[src/hw/rtl/glr_pkg.sv]
// Shared constants for the grid layer rotation block: field widths,
// register indexes, geometry widths and default sizes.
// No dependencies.
`default_nettype none

package glr_pkg;

   // Field widths of the request, response and register port.
   localparam int ROW_W     = 6;
   localparam int COL_W     = 6;
   localparam int VALUE_W   = 16;
   localparam int DIM_W     = 7;
   localparam int SHIFT_W   = 30;
   localparam int CSR_IDX_W = 2;
   localparam int CSR_DAT_W = 30;

   // Register indexes on the csr port.
   localparam logic [CSR_IDX_W-1:0] CSR_ROWS  = 2'd0;
   localparam logic [CSR_IDX_W-1:0] CSR_COLS  = 2'd1;
   localparam logic [CSR_IDX_W-1:0] CSR_SHIFT = 2'd2;

   // Request opcodes.
   localparam logic OP_WRITE = 1'b0;
   localparam logic OP_READ  = 1'b1;

   // Geometry arithmetic width. Dimensions go up to 127, so a ring is at most
   // 504 cells long and a position plus a remainder stays below 2048.
   localparam int GEO_W = 11;

   // Iteration counter width of the remainder unit.
   localparam int CNT_W = $clog2(SHIFT_W);

   // Default store sizes.
   localparam int DEF_MAX_ROWS   = 64;
   localparam int DEF_MAX_COLS   = 64;
   localparam int DEF_DATA_WIDTH = 16;

endpackage

`default_nettype wire

[src/hw/rtl/glr_mod_unit.sv]
// Restoring remainder unit: one dividend bit per cycle.
// Depends on glr_pkg for widths.
`default_nettype none

module glr_mod_unit (
   input  wire logic                        clock,
   input  wire logic                        reset,
   input  wire logic                        start,
   input  wire logic [glr_pkg::SHIFT_W-1:0] dividend,
   input  wire logic [glr_pkg::GEO_W-1:0]   divisor,
   output      logic                        done,
   output      logic [glr_pkg::GEO_W-1:0]   remainder
);

   logic                        busy_ff;
   logic                        done_ff;
   logic [glr_pkg::CNT_W-1:0]   cnt_ff;
   logic [glr_pkg::SHIFT_W-1:0] num_ff;
   logic [glr_pkg::GEO_W-1:0]   rem_ff;
   logic [glr_pkg::GEO_W-1:0]   div_ff;
   logic [glr_pkg::GEO_W:0]     trial;
   logic [glr_pkg::GEO_W-1:0]   rem_in;

   // The partial remainder always stays below the divisor, so the
   // difference fits back into GEO_W bits.
   always_comb begin
      trial = {rem_ff, num_ff[glr_pkg::SHIFT_W-1]};
      if (trial >= {1'b0, div_ff}) begin
         rem_in = glr_pkg::GEO_W'(trial - {1'b0, div_ff});
      end else begin
         rem_in = trial[glr_pkg::GEO_W-1:0];
      end
   end

   always_ff @(posedge clock) begin
      if (reset) begin
         busy_ff <= 1'b0;
         done_ff <= 1'b0;
      end else begin
         done_ff <= 1'b0;
         if (start) begin
            busy_ff <= 1'b1;
            cnt_ff  <= '0;
            num_ff  <= dividend;
            rem_ff  <= '0;
            div_ff  <= divisor;
         end else if (busy_ff) begin
            rem_ff <= rem_in;
            num_ff <= num_ff << 1;
            cnt_ff <= cnt_ff + 1'b1;
            if (cnt_ff == glr_pkg::CNT_W'(glr_pkg::SHIFT_W - 1)) begin
               busy_ff <= 1'b0;
               done_ff <= 1'b1;
            end
         end
      end
   end

   assign done      = done_ff;
   assign remainder = rem_ff;

endmodule

`default_nettype wire

[config.mk]
export PLATFORM = sky130hd
export DESIGN_NAME = glr_mod_unit
export DESIGN_NICKNAME = d
export VERILOG_FILES = /design/src/hw/rtl/glr_pkg.sv /design/src/hw/rtl/glr_mod_unit.sv
export SDC_FILE = /design/constraint.sdc
export NUM_CORES = 1
export LEC_CHECK = 0
export ABC_AREA = 0
export BUFFER_PORTS_ARGS = -buffer_cell sky130_fd_sc_hd__buf_2
export CAP_MARGIN = 20
export CORE_MARGIN = 2
export CORE_UTILIZATION = 55
export DETAILED_ROUTE_END_ITERATION = 10
export GPL_TIMING_DRIVEN = 1
export MAX_ROUTING_LAYER = met4
export PLACE_DENSITY = 0.8
export SETUP_SLACK_MARGIN = 0.02
export SYNTH_ARGS = -nofsm -noshare
export SYNTH_HDL_FRONTEND = slang
export SYNTH_SLANG_ARGS = --single-unit
[constraint.sdc]
create_clock -name clock -period 3.6 [get_ports clock]
set_input_delay 0.54 -clock clock [delete_from_list [all_inputs] [get_ports clock]]
set_output_delay 0.54 -clock clock [all_outputs]
set_load 0.02 [all_outputs]
==> impl_metrics.env <==
export IMPL_synth_mux_area_share_pct=12.43
export IMPL_die_h_um=77.23
export IMPL_syn_to_final_growth_pct=17.39
export IMPL_seq_area_frac_synth_pct=59.40
export IMPL_antenna_left=0
export IMPL_required_ns=3.68
export IMPL_critical_path_class="flip-flop to flip-flop"
export IMPL_fill_cells=409
export IMPL_h_tree_depth=3
export IMPL_outcome="complete, no violations"
export IMPL_r2r_cells=9
export IMPL_fmax_mhz=376.4
export IMPL_cts_sinks=59
export IMPL_post_place_cells=337
export IMPL_setup_violations=0
export IMPL_gp_congestion=0.8429
export IMPL_hp_class="input pin to flip-flop"
export IMPL_synth_compound_area_share_pct=8.316
export IMPL_cp_end_kind="flip-flop"
export IMPL_syn_area_per_cell_um2=13.72
export IMPL_row_count=26
export IMPL_cp_start_kind="flip-flop"
export IMPL_synth_edf_count=57
export IMPL_synth_area_um2=2949
export IMPL_dpl_cell_area_um2=3302
export IMPL_synth_seq_cells=59
export IMPL_antenna_cells=0
export IMPL_swShare_pct=26.99
export IMPL_syn_inst=215
export IMPL_power_mw=1.706
export IMPL_dieArea_um2=5964
export IMPL_hold_depth=1
export IMPL_cts_setup_buffers=0
export IMPL_cts_tree="built"
export IMPL_post_place_ws_ns=0.9366
export IMPL_syn_num_nets=273
export IMPL_viasPerCell=5.450
export IMPL_vias=1924
export IMPL_p_int_mw=1.246
export IMPL_die_x_um=77.23
export IMPL_io_buffers=55
export IMPL_antenna_found_initial=0
export IMPL_wirelength_mm=5.462
export IMPL_synth_xor_area_share_pct=2.376
export IMPL_crit_path_max_fanout=17
export IMPL_routedWlPerCell_um=15.47
export IMPL_grt_start_max_net_pins=38
export IMPL_skew_ns=0.01256
export IMPL_slew_violations=0
export IMPL_net_switching_power_mw=0.4605
export IMPL_final_cells=353
export IMPL_hold_slack_ns=0.3754
export IMPL_clock_path_buffers=2
export IMPL_synth_top_family_by_area="multiplexers"
export IMPL_rsz0062_at_grt="no"
export IMPL_clk_pin_slew_ns=0.07
export IMPL_drc=0
export IMPL_hold_viol=0
export IMPL_drtIter0Drc=109
export IMPL_max_cap_violations=0
export IMPL_initial_core_util_pct=57.38
export IMPL_ys_async_sr_fraction_pct=0
export IMPL_cts_resized=0
export IMPL_leakage_nw=1.396
export IMPL_overflow=0
export IMPL_ys_types=39
export IMPL_dr_pass1_iters=4
export IMPL_ios=56
export IMPL_fp_coreArea_um2=5140
export IMPL_fin_crit_ns=2.657
export IMPL_layout_drive_gt1_share_pct=36.75
export IMPL_nets=336
export IMPL_slew_headroom_pct=46.02
export IMPL_synth_fa_ha_area_share_pct=6.194
export IMPL_power_density_nw_per_um2=492.8
export IMPL_synth_simple_area_share_pct=8.019
export IMPL_cts_root_buf="clkbuf_8"
export IMPL_setup_tns_ns=0
export IMPL_final_cell_area_um2=3462
export IMPL_grt_pass1_wl_mm=9.045
export IMPL_clk_latency_ns=0.34
export IMPL_yosys_warnings=0
export IMPL_post_route_period_util_pct=73.80
export IMPL_final_util_pct=67.36
export IMPL_cts_buffers_inserted=9
export IMPL_grt_use_total_pct=20.58
export IMPL_worst_slew_pin_slew_ns=0.8097
export IMPL_dp_hpwl_mm=3.797
export IMPL_p_seq_share_pct=49.5
export IMPL_max_vdd_ir_drop_mv=0.2865
export IMPL_setup_ws_ns=0.9433
export IMPL_clockPowerShare_pct=30.3
export IMPL_postCtsHoldBufs=0
export IMPL_synth_flop_cell="edfxtp_1"
export IMPL_arrival_ns=2.74
export IMPL_first_global_vias=1934
export IMPL_pwr_share_comb_pct=20.1
==> cells in the mapped netlist (2+ instances only) <==
master,instances,area [µm²]
nor2_1,20,75.07
a211oi_1,4,30.03
nor2b_1,2,12.51
buf_1,3,11.26
o31ai_1,2,15.01
nand2b_1,2,12.51
xor2_1,2,17.52
o21ai_0,6,30.03
edfxtp_1,57,1712
nand2_1,6,22.52
nand3_1,4,20.02
xnor2_1,6,52.55
nor3_1,4,20.02
inv_1,15,56.30
a21oi_1,7,35.03
and4_1,3,26.28
a31oi_1,2,12.51
mux2_2,29,326.6
ha_1,13,162.7
mux2i_1,4,40.04
o21a_1,5,37.54
dfxtp_1,2,40.04
==> path summary, 6_finish.rpt <==
check / slack (ns) / end / startpoint
setup / recovery: 0.94 / remainder[4]$_SDFFCE_PP0P_ / num_ff[29]$_DFFE_PP_
hold reg to reg: 0.48 / done$_SDFF_PP0_ / busy_ff$_SDFF_PP0_
hold / removal: 0.38 / div_ff[4]$_DFFE_PP_ / divisor[4]
setup reg to reg: 0.94 / remainder[4]$_SDFFCE_PP0P_ / num_ff[29]$_DFFE_PP_
==> power by group through the flow <==
stage | clock [mW] | sequential, mW | combinational, mW
floorplan | 0 | 0.873 | 0.241
global placement | 0 | 0.859 | 0.327
detailed placement | 0 | 0.860 | 0.342
CTS | 0.524 | 0.846 | 0.344
global route | 0.549 | 0.850 | 0.384
finish | 0.517 | 0.845 | 0.344
==> cell usage in the layout (no fill, tap or decap), types with 7 or more instances in the layout <==
master and count:
a21oi_1 7, ha_1 13, mux2_2 29, edfxtp_1 57, nor2_1 19, buf_2 55, clkbuf_8 10, inv_1 15
==> per-layer routing <==
layer  part of all wire, %  routed length [µm]  track usage [%]
met3                   4.2                 232            5.059
met4                   2.1                 116            10.54
met2                    50                2725            32.26
met1                    44                2387            24.82
met5                     0                   0                -
==> logic make-up after synthesis <==
| logic type | after synthesis |
|---|---|
| AO/OA/AOI/OAI | 33 |
| XOR/XNOR | 8 |
| adder cells (fa/ha/maj) | 14 |
| buffers and inverters | 21 |
| flip-flops | 59 |
| multiplexers | 33 |
| AND/OR/NAND/NOR | 47 |
==> layout make-up <==
cell class	count	area, µm²	share of cell area, %
Multi-Input combinational cell	135	1109	32.02
Timing Repair Buffer	58	297.8	8.601
Sequential cell	59	1752	50.60
Inverter	15	56.30	1.626
Tap cell	70	87.58	2.530
Clock buffer	16	160.2	4.626
==> sequential cells by signal, indices dropped and copies added, names as in the netlist <==
register / count
cnt_ff: 5
num_ff: 30
busy_ff: 1
done: 1
remainder: 11
div_ff: 11
==> worst max-delay path, stage by stage (launching register included) <==
cell      delay [ns]
edfxtp_1        0.37
inv_1           0.08
ha_1            0.18
fa_1            0.21
nand2b_1        0.14
a21oi_1         0.10
o21a_1          0.24
o31ai_4         0.73
mux2i_1         0.27
nor2_1          0.05
Power figures use the tool's default switching activity.
